<file path="config.mk">
export PLATFORM = sky130hd
export DESIGN_NAME = tcp_connection_handshake_table_top
export DESIGN_NICKNAME = d
export VERILOG_FILES = /design/src/hw/rtl/tcht_pkg.sv /design/src/hw/rtl/tcp_connection_handshake_table_top.sv /design/src/hw/rtl/tcht_csr.sv /design/src/hw/rtl/tcht_front.sv /design/src/hw/rtl/tcht_back.sv
export VERILOG_INCLUDE_DIRS = /design/src /design/src/hw/rtl
export SDC_FILE = /design/constraint.sdc
export NUM_CORES = 2
export LEC_CHECK = 0
export ABC_AREA = 1
export BUFFER_PORTS_ARGS = -buffer_cell sky130_fd_sc_hd__buf_2
export CORE_UTILIZATION = 61
export CTS_CLUSTER_SIZE = 16
export DETAILED_ROUTE_END_ITERATION = 10
export PLACE_DENSITY = 0.79
export SLEW_MARGIN = 25
export SYNTH_ARGS = -nofsm -noshare
export SYNTH_HDL_FRONTEND = slang
export SYNTH_HIERARCHICAL = 1
export SYNTH_SLANG_ARGS = --single-unit
</file>
<file path="constraint.sdc">
create_clock -name clock -period 14.5 [get_ports clock]
set_clock_uncertainty 0.05 [all_clocks]
set_input_delay 4.35 -clock clock [delete_from_list [all_inputs] [get_ports clock]]
set_output_delay 4.35 -clock clock [all_outputs]
set_load 0.005 [all_outputs]
</file>
<file path="src/hw/rtl/tcp_connection_handshake_table_top_macros.svh">
// ----------------------------------------------------------------------------
// TCP connection handshake table - assertion macros
// Shared concurrent assertion forms for the table RTL.
// ----------------------------------------------------------------------------
`ifndef TCP_CONNECTION_HANDSHAKE_TABLE_TOP_MACROS_SVH
`define TCP_CONNECTION_HANDSHAKE_TABLE_TOP_MACROS_SVH

// Same-cycle implication.
`define TCHT_ASSERT_IMP(lbl, clk, rst, ant, cons) \
   lbl: assert property (@(posedge clk) disable iff (rst) (ant) |-> (cons)) \
      else $error("tcht assertion failed");

// Next-cycle implication.
`define TCHT_ASSERT_NXT(lbl, clk, rst, ant, cons) \
   lbl: assert property (@(posedge clk) disable iff (rst) (ant) |=> (cons)) \
      else $error("tcht assertion failed");

`endif

</file>
<file path="src/hw/rtl/tcht_pkg.sv">
// ----------------------------------------------------------------------------
// TCP connection handshake table - package
// Transfer types, phase codes, register map and reset values.
// ----------------------------------------------------------------------------
`timescale 1ns / 1ps

package tcht_pkg;

   localparam int SLOT_W   = 4;
   localparam int WIN_W    = 17;
   localparam int TUPLE_W  = 96;
   localparam int CSR_AW   = 3;

   localparam logic        MODE_SYN = 1'b0;
   localparam logic        MODE_ACK = 1'b1;

   // Register select is paddr[2]
   localparam logic        CSR_SEL_ISS = 1'b0;
   localparam logic        CSR_SEL_WIN = 1'b1;

   localparam logic [31:0]      ISS_RESET    = 32'h1234_5678;
   localparam logic [WIN_W-1:0] WINDOW_RESET = 17'd65536;

   typedef enum logic [1:0] {
      PHASE_NONE        = 2'd0,
      PHASE_SYN_RCVD    = 2'd1,
      PHASE_ESTABLISHED = 2'd2
   } phase_type;

   typedef enum logic [1:0] {
      BE_IDLE,
      BE_SCAN,
      BE_WRITE
   } be_state_type;

   typedef struct packed {
      logic        mode;
      logic [31:0] our_address;
      logic [31:0] peer_address;
      logic [15:0] our_port;
      logic [15:0] peer_port;
      logic [31:0] peer_sequence;
   } req_type;

   typedef struct packed {
      logic              hit;
      logic              created;
      logic              table_full;
      logic [SLOT_W-1:0] slot;
      phase_type         phase_after;
      logic [31:0]       ack_expected;
      logic [31:0]       send_sequence_out;
      logic [WIN_W-1:0]  send_window_out;
   } rsp_type;

   // Head of the segment queue as seen by the back end
   typedef struct packed {
      logic    valid;
      req_type item;
   } queue_head_type;

   typedef struct packed {
      logic [31:0]      iss;
      logic [WIN_W-1:0] window;
   } cfg_type;

   function automatic logic [TUPLE_W-1:0] tuple_of(input req_type r);
      tuple_of = {r.our_address, r.peer_address, r.our_port, r.peer_port};
   endfunction

endpackage

</file>
<file path="src/hw/rtl/tcp_connection_handshake_table_top.sv">
// ----------------------------------------------------------------------------
// TCP connection handshake table - top level
// Tracks TCP three-way handshakes in a table keyed by the four-tuple.
// ----------------------------------------------------------------------------
// Usage
//   Segment channel: drive req_data and raise start; the transfer happens at
//   the clock edge where start is high and busy is low. Two headers can be
//   queued ahead of the table engine, so start is normally taken at once.
//   Result channel: rsp_valid is high for exactly one cycle with rsp_data;
//   every accepted header gives one result, in order. The receiver cannot
//   stall; results must be taken in the cycle they appear.
//   Register port: APB-style, pready tied high. 0x0 initial send sequence,
//   0x4 initial send window (17 bits). Write only while the block is idle.
// Timing
//   The engine scans one stored entry per cycle through the table memory's
//   single read port. A miss reads every entry in use before the result;
//   a hit stops the scan at the matching entry.
// Reset
//   Synchronous, active high. Empties the queue, sets the used count to
//   zero (an empty table) and loads the register reset values. No clearing
//   pass: only entries below the used count are ever read.
// ----------------------------------------------------------------------------
`timescale 1ns / 1ps

module tcp_connection_handshake_table_top #(
   parameter int TABLE_ENTRIES = 16
) (
   input  logic                        clock,
   input  logic                        reset,
   // segment header channel
   input  logic                        start,
   output logic                        busy,
   input  tcht_pkg::req_type           req_data,
   // result channel
   output logic                        rsp_valid,
   output tcht_pkg::rsp_type           rsp_data,
   // register port
   input  logic                        psel,
   input  logic                        penable,
   input  logic                        pwrite,
   input  logic [tcht_pkg::CSR_AW-1:0] paddr,
   input  logic [31:0]                 pwdata,
   output logic [31:0]                 prdata,
   output logic                        pready
);
   import tcht_pkg::*;

   cfg_type        cfg;
   queue_head_type head;
   logic           pop;

   tcht_csr u_csr (
      .clock   (clock),
      .reset   (reset),
      .psel    (psel),
      .penable (penable),
      .pwrite  (pwrite),
      .paddr   (paddr),
      .pwdata  (pwdata),
      .prdata  (prdata),
      .pready  (pready),
      .cfg     (cfg)
   );

   // Front: takes header transfers into the queue
   tcht_front u_front (
      .clock    (clock),
      .reset    (reset),
      .start    (start),
      .busy     (busy),
      .req_data (req_data),
      .pop      (pop),
      .head     (head)
   );

   // Back: lookup, allocation, phase update and result
   tcht_back #(
      .TABLE_ENTRIES (TABLE_ENTRIES)
   ) u_back (
      .clock     (clock),
      .reset     (reset),
      .head      (head),
      .pop       (pop),
      .cfg       (cfg),
      .rsp_valid (rsp_valid),
      .rsp_data  (rsp_data)
   );

endmodule

</file>
<file path="src/hw/rtl/tcht_csr.sv">
// ----------------------------------------------------------------------------
// TCP connection handshake table - register block
// APB-style access to the initial send sequence and window.
// ----------------------------------------------------------------------------
`timescale 1ns / 1ps

module tcht_csr (
   input  logic                        clock,
   input  logic                        reset,
   input  logic                        psel,
   input  logic                        penable,
   input  logic                        pwrite,
   input  logic [tcht_pkg::CSR_AW-1:0] paddr,
   input  logic [31:0]                 pwdata,
   output logic [31:0]                 prdata,
   output logic                        pready,
   output tcht_pkg::cfg_type           cfg
);
   import tcht_pkg::*;

   logic [31:0]      iss_ff,  iss_in;
   logic [WIN_W-1:0] win_ff,  win_in;
   logic             wr_en;

   assign pready = 1'b1;
   assign wr_en  = psel & penable & pwrite & pready;

   always_comb begin
      iss_in = iss_ff;
      win_in = win_ff;
      if (wr_en) begin
         case (paddr[2])
            CSR_SEL_ISS: iss_in = pwdata;
            CSR_SEL_WIN: win_in = pwdata[WIN_W-1:0];
            default:     iss_in = iss_ff;
         endcase
      end
   end

   always_ff @(posedge clock) begin
      if (reset) begin
         iss_ff <= ISS_RESET;
         win_ff <= WINDOW_RESET;
      end else begin
         iss_ff <= iss_in;
         win_ff <= win_in;
      end
   end

   assign prdata     = (paddr[2] == CSR_SEL_WIN) ? {{(32-WIN_W){1'b0}}, win_ff} : iss_ff;
   assign cfg.iss    = iss_ff;
   assign cfg.window = win_ff;

endmodule

</file>
<file path="src/hw/rtl/tcht_front.sv">
// ----------------------------------------------------------------------------
// TCP connection handshake table - front end
// Takes segment headers and holds them in a two-deep queue.
// ----------------------------------------------------------------------------
`timescale 1ns / 1ps

module tcht_front (
   input  logic                     clock,
   input  logic                     reset,
   input  logic                     start,
   output logic                     busy,
   input  tcht_pkg::req_type        req_data,
   input  logic                     pop,
   output tcht_pkg::queue_head_type head
);
   import tcht_pkg::*;

   localparam int QDEPTH = 2;
   localparam int PTR_W  = $clog2(QDEPTH);
   localparam int CNT_W  = $clog2(QDEPTH + 1);

   req_type          q_item_ff [QDEPTH];
   logic [PTR_W-1:0] wr_ptr_ff, wr_ptr_in;
   logic [PTR_W-1:0] rd_ptr_ff, rd_ptr_in;
   logic [CNT_W-1:0] count_ff,  count_in;
   logic             push;
   logic             do_pop;

   assign busy   = (count_ff == CNT_W'(QDEPTH));
   assign push   = start & ~busy;
   assign do_pop = pop & head.valid;

   assign head.valid = (count_ff != '0);
   assign head.item  = q_item_ff[rd_ptr_ff];

   always_comb begin
      wr_ptr_in = push   ? wr_ptr_ff + 1'b1 : wr_ptr_ff;
      rd_ptr_in = do_pop ? rd_ptr_ff + 1'b1 : rd_ptr_ff;
      count_in  = count_ff;
      if (push && !do_pop) begin
         count_in = count_ff + 1'b1;
      end else if (do_pop && !push) begin
         count_in = count_ff - 1'b1;
      end
   end

   always_ff @(posedge clock) begin
      if (reset) begin
         wr_ptr_ff <= '0;
         rd_ptr_ff <= '0;
         count_ff  <= '0;
      end else begin
         wr_ptr_ff <= wr_ptr_in;
         rd_ptr_ff <= rd_ptr_in;
         count_ff  <= count_in;
      end
   end

   always_ff @(posedge clock) begin
      if (push) begin
         q_item_ff[wr_ptr_ff] <= req_data;
      end
   end

endmodule

</file>
<file path="src/hw/rtl/tcht_back.sv">
// ----------------------------------------------------------------------------
// TCP connection handshake table - back end
// Scans the connection memory, creates or updates an entry where needed and issues the result.
// ----------------------------------------------------------------------------
`timescale 1ns / 1ps
`include "tcp_connection_handshake_table_top_macros.svh"

module tcht_back #(
   parameter int TABLE_ENTRIES = 16
) (
   input  logic                     clock,
   input  logic                     reset,
   input  tcht_pkg::queue_head_type head,
   output logic                     pop,
   input  tcht_pkg::cfg_type        cfg,
   output logic                     rsp_valid,
   output tcht_pkg::rsp_type        rsp_data
);
   import tcht_pkg::*;

   localparam int IDX_W = (TABLE_ENTRIES > 1) ? $clog2(TABLE_ENTRIES) : 1;
   localparam int CNT_W = $clog2(TABLE_ENTRIES + 1);

   // Connection store; entries are allocated in order and never freed,
   // so the used count marks exactly the written entries.
   logic [TUPLE_W-1:0] tuple_mem [TABLE_ENTRIES];
   phase_type          phase_mem [TABLE_ENTRIES];
   logic [31:0]        ack_mem   [TABLE_ENTRIES];
   logic [31:0]        seq_mem   [TABLE_ENTRIES];
   logic [WIN_W-1:0]   win_mem   [TABLE_ENTRIES];

   logic [TUPLE_W-1:0] rd_tuple_ff;
   phase_type          rd_phase_ff;
   logic [31:0]        rd_ack_ff;
   logic [31:0]        rd_seq_ff;
   logic [WIN_W-1:0]   rd_win_ff;

   be_state_type       state_ff,  state_in;
   req_type            cur_ff,    cur_in;
   logic [CNT_W-1:0]   addr_ff,   addr_in;
   logic [CNT_W-1:0]   used_ff,   used_in;
   logic               pend_ff,   pend_in;
   logic [IDX_W-1:0]   pidx_ff,   pidx_in;
   logic               hit_ff,    hit_in;
   logic [IDX_W-1:0]   hidx_ff,   hidx_in;
   logic               rsp_valid_ff, rsp_valid_in;
   rsp_type            rsp_data_ff,  rsp_data_in;

   logic               match_now;
   logic               rd_en;
   logic               we_new;
   logic               we_phase;
   logic               we_ack;
   logic [IDX_W-1:0]   wr_idx;
   phase_type          wr_phase;
   logic [31:0]        wr_ack;
   rsp_type            res;

   assign match_now = pend_ff && (rd_tuple_ff == tuple_of(cur_ff));

   always_comb begin
      state_in     = state_ff;
      cur_in       = cur_ff;
      addr_in      = addr_ff;
      used_in      = used_ff;
      pend_in      = 1'b0;
      pidx_in      = pidx_ff;
      hit_in       = hit_ff;
      hidx_in      = hidx_ff;
      rsp_valid_in = 1'b0;
      rsp_data_in  = rsp_data_ff;
      pop          = 1'b0;
      rd_en        = 1'b0;
      we_new       = 1'b0;
      we_phase     = 1'b0;
      we_ack       = 1'b0;
      wr_idx       = hidx_ff;
      wr_phase     = PHASE_SYN_RCVD;
      wr_ack       = cur_ff.peer_sequence + 32'd1;
      res          = '0;

      case (state_ff)
         BE_IDLE: begin
            if (head.valid) begin
               pop      = 1'b1;
               cur_in   = head.item;
               addr_in  = '0;
               hit_in   = 1'b0;
               state_in = BE_SCAN;
            end
         end

         BE_SCAN: begin
            if (match_now) begin
               hit_in   = 1'b1;
               hidx_in  = pidx_ff;
               state_in = BE_WRITE;
            end else if (addr_ff < used_ff) begin
               rd_en   = 1'b1;
               pend_in = 1'b1;
               pidx_in = addr_ff[IDX_W-1:0];
               addr_in = addr_ff + 1'b1;
            end else begin
               state_in = BE_WRITE;
            end
         end

         BE_WRITE: begin
            if (hit_ff) begin
               res.hit               = 1'b1;
               res.slot              = SLOT_W'(hidx_ff);
               res.send_sequence_out = rd_seq_ff;
               res.send_window_out   = rd_win_ff;
               if (cur_ff.mode == MODE_SYN) begin
                  we_phase         = 1'b1;
                  we_ack           = 1'b1;
                  res.phase_after  = PHASE_SYN_RCVD;
                  res.ack_expected = wr_ack;
               end else begin
                  res.ack_expected = rd_ack_ff;
                  res.phase_after  = rd_phase_ff;
                  if (rd_phase_ff == PHASE_SYN_RCVD) begin
                     we_phase        = 1'b1;
                     wr_phase        = PHASE_ESTABLISHED;
                     res.phase_after = PHASE_ESTABLISHED;
                  end
               end
            end else if (cur_ff.mode == MODE_SYN) begin
               if (used_ff < CNT_W'(TABLE_ENTRIES)) begin
                  wr_idx                = used_ff[IDX_W-1:0];
                  we_new                = 1'b1;
                  we_phase              = 1'b1;
                  we_ack                = 1'b1;
                  used_in               = used_ff + 1'b1;
                  res.created           = 1'b1;
                  res.slot              = SLOT_W'(used_ff[IDX_W-1:0]);
                  res.phase_after       = PHASE_SYN_RCVD;
                  res.ack_expected      = wr_ack;
                  res.send_sequence_out = cfg.iss;
                  res.send_window_out   = cfg.window;
               end else begin
                  res.table_full = 1'b1;
               end
            end
            rsp_valid_in = 1'b1;
            rsp_data_in  = res;
            state_in     = BE_IDLE;
         end

         default: state_in = BE_IDLE;
      endcase
   end

   always_ff @(posedge clock) begin
      if (reset) begin
         state_ff     <= BE_IDLE;
         used_ff      <= '0;
         pend_ff      <= 1'b0;
         hit_ff       <= 1'b0;
         rsp_valid_ff <= 1'b0;
      end else begin
         state_ff     <= state_in;
         used_ff      <= used_in;
         pend_ff      <= pend_in;
         hit_ff       <= hit_in;
         rsp_valid_ff <= rsp_valid_in;
      end
   end

   always_ff @(posedge clock) begin
      cur_ff      <= cur_in;
      addr_ff     <= addr_in;
      pidx_ff     <= pidx_in;
      hidx_ff     <= hidx_in;
      rsp_data_ff <= rsp_data_in;
   end

   // Memory: one write port, one registered read port
   always_ff @(posedge clock) begin
      if (we_new) begin
         tuple_mem[wr_idx] <= tuple_of(cur_ff);
         seq_mem[wr_idx]   <= cfg.iss;
         win_mem[wr_idx]   <= cfg.window;
      end
      if (we_phase) begin
         phase_mem[wr_idx] <= wr_phase;
      end
      if (we_ack) begin
         ack_mem[wr_idx] <= wr_ack;
      end
   end

   always_ff @(posedge clock) begin
      if (rd_en) begin
         rd_tuple_ff <= tuple_mem[addr_ff[IDX_W-1:0]];
         rd_phase_ff <= phase_mem[addr_ff[IDX_W-1:0]];
         rd_ack_ff   <= ack_mem[addr_ff[IDX_W-1:0]];
         rd_seq_ff   <= seq_mem[addr_ff[IDX_W-1:0]];
         rd_win_ff   <= win_mem[addr_ff[IDX_W-1:0]];
      end
   end

   assign rsp_valid = rsp_valid_ff;
   assign rsp_data  = rsp_data_ff;

   `TCHT_ASSERT_IMP(a_used_bound, clock, reset, 1'b1, used_ff <= CNT_W'(TABLE_ENTRIES))
   `TCHT_ASSERT_IMP(a_read_written, clock, reset, rd_en, addr_ff < used_ff)
   `TCHT_ASSERT_NXT(a_single_strobe, clock, reset, rsp_valid_ff, !rsp_valid_ff)
   `TCHT_ASSERT_IMP(a_result_kind, clock, reset, rsp_valid_ff,
                    !(rsp_data_ff.hit && rsp_data_ff.created) &&
                    !(rsp_data_ff.table_full && (rsp_data_ff.hit || rsp_data_ff.created)))
   `TCHT_ASSERT_NXT(a_create_counts, clock, reset, state_ff == BE_WRITE && we_new,
                    used_ff == $past(used_ff) + 1'b1)

endmodule

</file>
==> run_results.csv <==
group,metric,value,unit
clocking,clk_root_buffer_cell,"sky130_fd_sc_hd__clkbuf_16",
grt,first_global_vias,84497,
setup_path,critical_path.max_fanout,50,
die,initial_core_utilization,61.5,%
timing,post-route-worst-setup-slack,4.18,ns
final_layout,post_route_cells_drive_above_1_share,11.0,%
detailed_routing,drt_drc_violations_left,0,
detailed_routing,ant_nets,0,
timing,setup_viol,0,
clocking,cts-buffers-inserted,362,
clocking,buffers_from_clock_root_to_sink_at_most,4,
grt,globalRouteOverflowTotal,0,
die,fp.coreArea,0.227,mm²
min_path,min_from,"u_back/pidx_ff[2]",
die,floorplan.rows,175,
clocking,cts_max_level,5,
yosys,yosysWarnings,6,
final_layout,mostFrequentLayoutCells,"sky130_fd_sc_hd__edfxtp_1, sky130_fd_sc_hd__nor2_1, sky130_fd_sc_hd__nand2_1",
min_path,worst_hold_path.num_cells,0,
timing,final_hold_viol_count,0,
setup_path,worst-endpoint-required,10.10,ns
detailed_routing,total_wire_length,356000,µm
final_layout,final_nets,10124,
job,drv_cap,0,
detailed_routing,average_wire_length_per_cell_after_detail_routing,26.9,µm
clocking,clock_sinks,3597,
clocking,cts_resized,0,
yosys,mappedNetlistArea,0.140,mm²
timing,max_clock_freq,0.0969,GHz
grt,number_of_antenna_violations_at_the_first_check_in_global_routing,8,
pwr,static-leakage-power,51.9,nW
clocking,clk_pin_slew,0.06,ns
setup_path,crit_path_start_kind,"primary input",
detailed_routing,routed-via-count,86833,
yosys,postSynthRegisterBits,3597,
timing,timing.max_slew.rel_slack,21.2,%
yosys,synth_seq_area_share,76.8,%
yosys,synth.net_count,9935,
clocking,postCtsHoldBufs,0,
clocking,tritoncts,"built",
placed_design,finalWeightedCongestion,0.883,
yosys,yosys.cell_types.count,42,
die,die-width,481,µm
grt,pin_count_of_the_biggest_net_entering_global_routing,275,
final_layout,syn_to_final_growth,11.1,%
timing,hold_slack,0.360,ns
clocking,post-cts-setup-buffer-count,0,
yosys,post_synth.cell_area_avg,14.3,µm²
timing,setup-tns-final,0,ns
placed_design,placed_area,0.144,mm²
placed_design,port_buffers,291,
die,boundaryPins,295,
final_layout,layout_commonest_cell,"sky130_fd_sc_hd__edfxtp_1",
grt,gr-usage-all-layers,30.2,%
die,die_height,481,µm
placed_design,place_hpwl,173000,µm
grt,grt_pass1_wl,520000,µm
placed_design,setup_slack_placement,4.19,ns
setup_path,worst-r2r-setup-slack,8.80,ns
clocking,clk_latency,0.97,ns
status,run_status,"complete, no violations",
min_path,holdCritPathClass,"reg2reg",
pwr,p_per_area,196,mW/mm²
setup_path,crit_path_end_kind,"output pin",
setup_path,crit_type,"in2out",
detailed_routing,vias_per_cell,6.57,
setup_path,r2r-start,"u_back/hit_ff",
timing,rsz0062_at_grt,"false",
detailed_routing,drtPass1Iterations,7,
timing,worstMarginPinSlew,1.18,ns
setup_path,timing.critical_path.arrival,5.92,ns
final_layout,layout.cell_area.non_filler,0.155,mm²
timing,final_min_period_over_clock_period,71.2,%
timing,maxSlewViolCount,0,
setup_path,r2r_end,"u_back/tuple_mem[0][22]",
detailed_routing,dr.first_iter.drc_count,12433,
pwr,finalPower,30.4,mW
yosys,synthCells,9757,
setup_path,r2r.worst_path.cells,15,
die,dieArea,0.231,mm²
timing,layout_min_cycle_time,10.32,ns
pwr,worst_ir_drop_vdd,0.354,mV
min_path,whs_endpoint,"u_back/hidx_ff[2]",
layer usage:
layer / vias up / share of wire (%) / GRT usage (%)
li1: 36852 / - / -
met1: 42878 / 36 / 40.5
met2: 6041 / 48 / 48.1
met3: 1060 / 11 / 5.10
met4: 2 / 5.2 / 15.4
met5: - / 0.0037 / 0
Yosys cell counts, drive strengths merged:
| master | n | area share [%] |
|---|---|---|
| o21ai | 751 | 2.7 |
| and2 | 2 | 0.0089 |
| nand2 | 875 | 2.3 |
| or2 | 10 | 0.045 |
| nand4 | 35 | 0.16 |
| o22ai | 11 | 0.049 |
| nor3 | 28 | 0.12 |
| a21oi | 15 | 0.056 |
| mux2i | 283 | 2.0 |
| o32ai | 433 | 2.7 |
| conb | 1 | 0.0027 |
| dfxtp | 64 | 0.92 |
| inv | 301 | 0.81 |
| nor4 | 5 | 0.022 |
| ha | 8 | 0.072 |
| o2111ai | 3 | 0.019 |
| xor2 | 27 | 0.17 |
| o221ai | 283 | 1.8 |
| o211ai | 76 | 0.41 |
| o31ai | 1 | 0.0054 |
| nor3b | 3 | 0.016 |
| nand3 | 357 | 1.3 |
| mux2 | 129 | 1.0 |
| buf | 214 | 0.85 |
| o21bai | 1 | 0.0054 |
| a21boi | 1 | 0.0054 |
| clkbuf | 386 | 1.0 |
| edfxtp | 3533 | 76 |
| nor2 | 1832 | 4.9 |
| nand3b | 2 | 0.011 |
| xnor2 | 30 | 0.19 |
| a22o | 57 | 0.36 |
cell type report:
class,instances,area [µm²]
flip-flops and latches,3597,107000
well taps,3009,3760
clock inverters,200,1700
clock buffers,425,9420
repair buffers,425,2920
inverters,301,1170
diodes,4,10.0
fillers,14135,72100
multi-input cells,5259,29100
worst max-delay path, stage by stage:
cell and delay (ns):
sky130_fd_sc_hd__buf_2 0.64, sky130_fd_sc_hd__inv_2 0.52, sky130_fd_sc_hd__nand2_1 0.18, sky130_fd_sc_hd__nand2_1 0.08, sky130_fd_sc_hd__buf_2 0.13
worst max path at each step:
stage / start / end / slack [ns]
after floorplan: u_back/state_ff[1] / u_back/seq_mem[10][0] / 1.92
after global placement: paddr[2] / prdata[13] / 4.24
after detailed placement: paddr[2] / prdata[2] / 4.19
after CTS: paddr[2] / prdata[2] / 4.19
after global routing: paddr[2] / prdata[2] / 4.01
final: paddr[2] / prdata[2] / 4.18
flip-flops by register name, summed over array words and instances, names as in the netlist, 90 cells and up, named ones only:
| name | cells |
|---|---|
| u_back/tuple_mem | 1536 |
| u_back/ack_mem | 512 |
| u_back/seq_mem | 512 |
| u_back/win_mem | 272 |
| u_front/q_item_ff | 258 |
| u_back/cur_ff | 129 |
| u_back/rd_tuple_ff | 96 |
| u_back/rsp_data | 90 |
cells by family (layout without fill, tap and decap cells):
kind of cell | Yosys count | in the layout | share of synthesized area, %
simple gates | 3149 | 3149 | 8.94
mux | 412 | 412 | 3.06
compound gates | 1632 | 1632 | 8.08
flops | 3597 | 3597 | 76.8
fa+ha+maj | 8 | 8 | 0.0716
xor+xnor | 57 | 57 | 0.357
other cells | 1 | 5 | 0.00268
buf+inv | 901 | 1351 | 2.69
power by group:
part	leakage [nW]	internal, mW	switching [mW]
Combinational	13.8	2.28	5.50
Clock	5.45	5.10	3.76
Sequential	32.6	13.0	0.776
through the flow:
| step | instances | utilization, % |
|---|---|---|
| final | 13220 | 68.3 |
| after CTS | 13210 | 68.2 |
| after global placement | 12585 | 63.3 |
| after detailed placement | 12585 | 63.3 |
| after global routing | 13219 | 68.3 |
| after floorplan | 9757 | - |
Note: power is estimated with default switching activity, not from simulation.
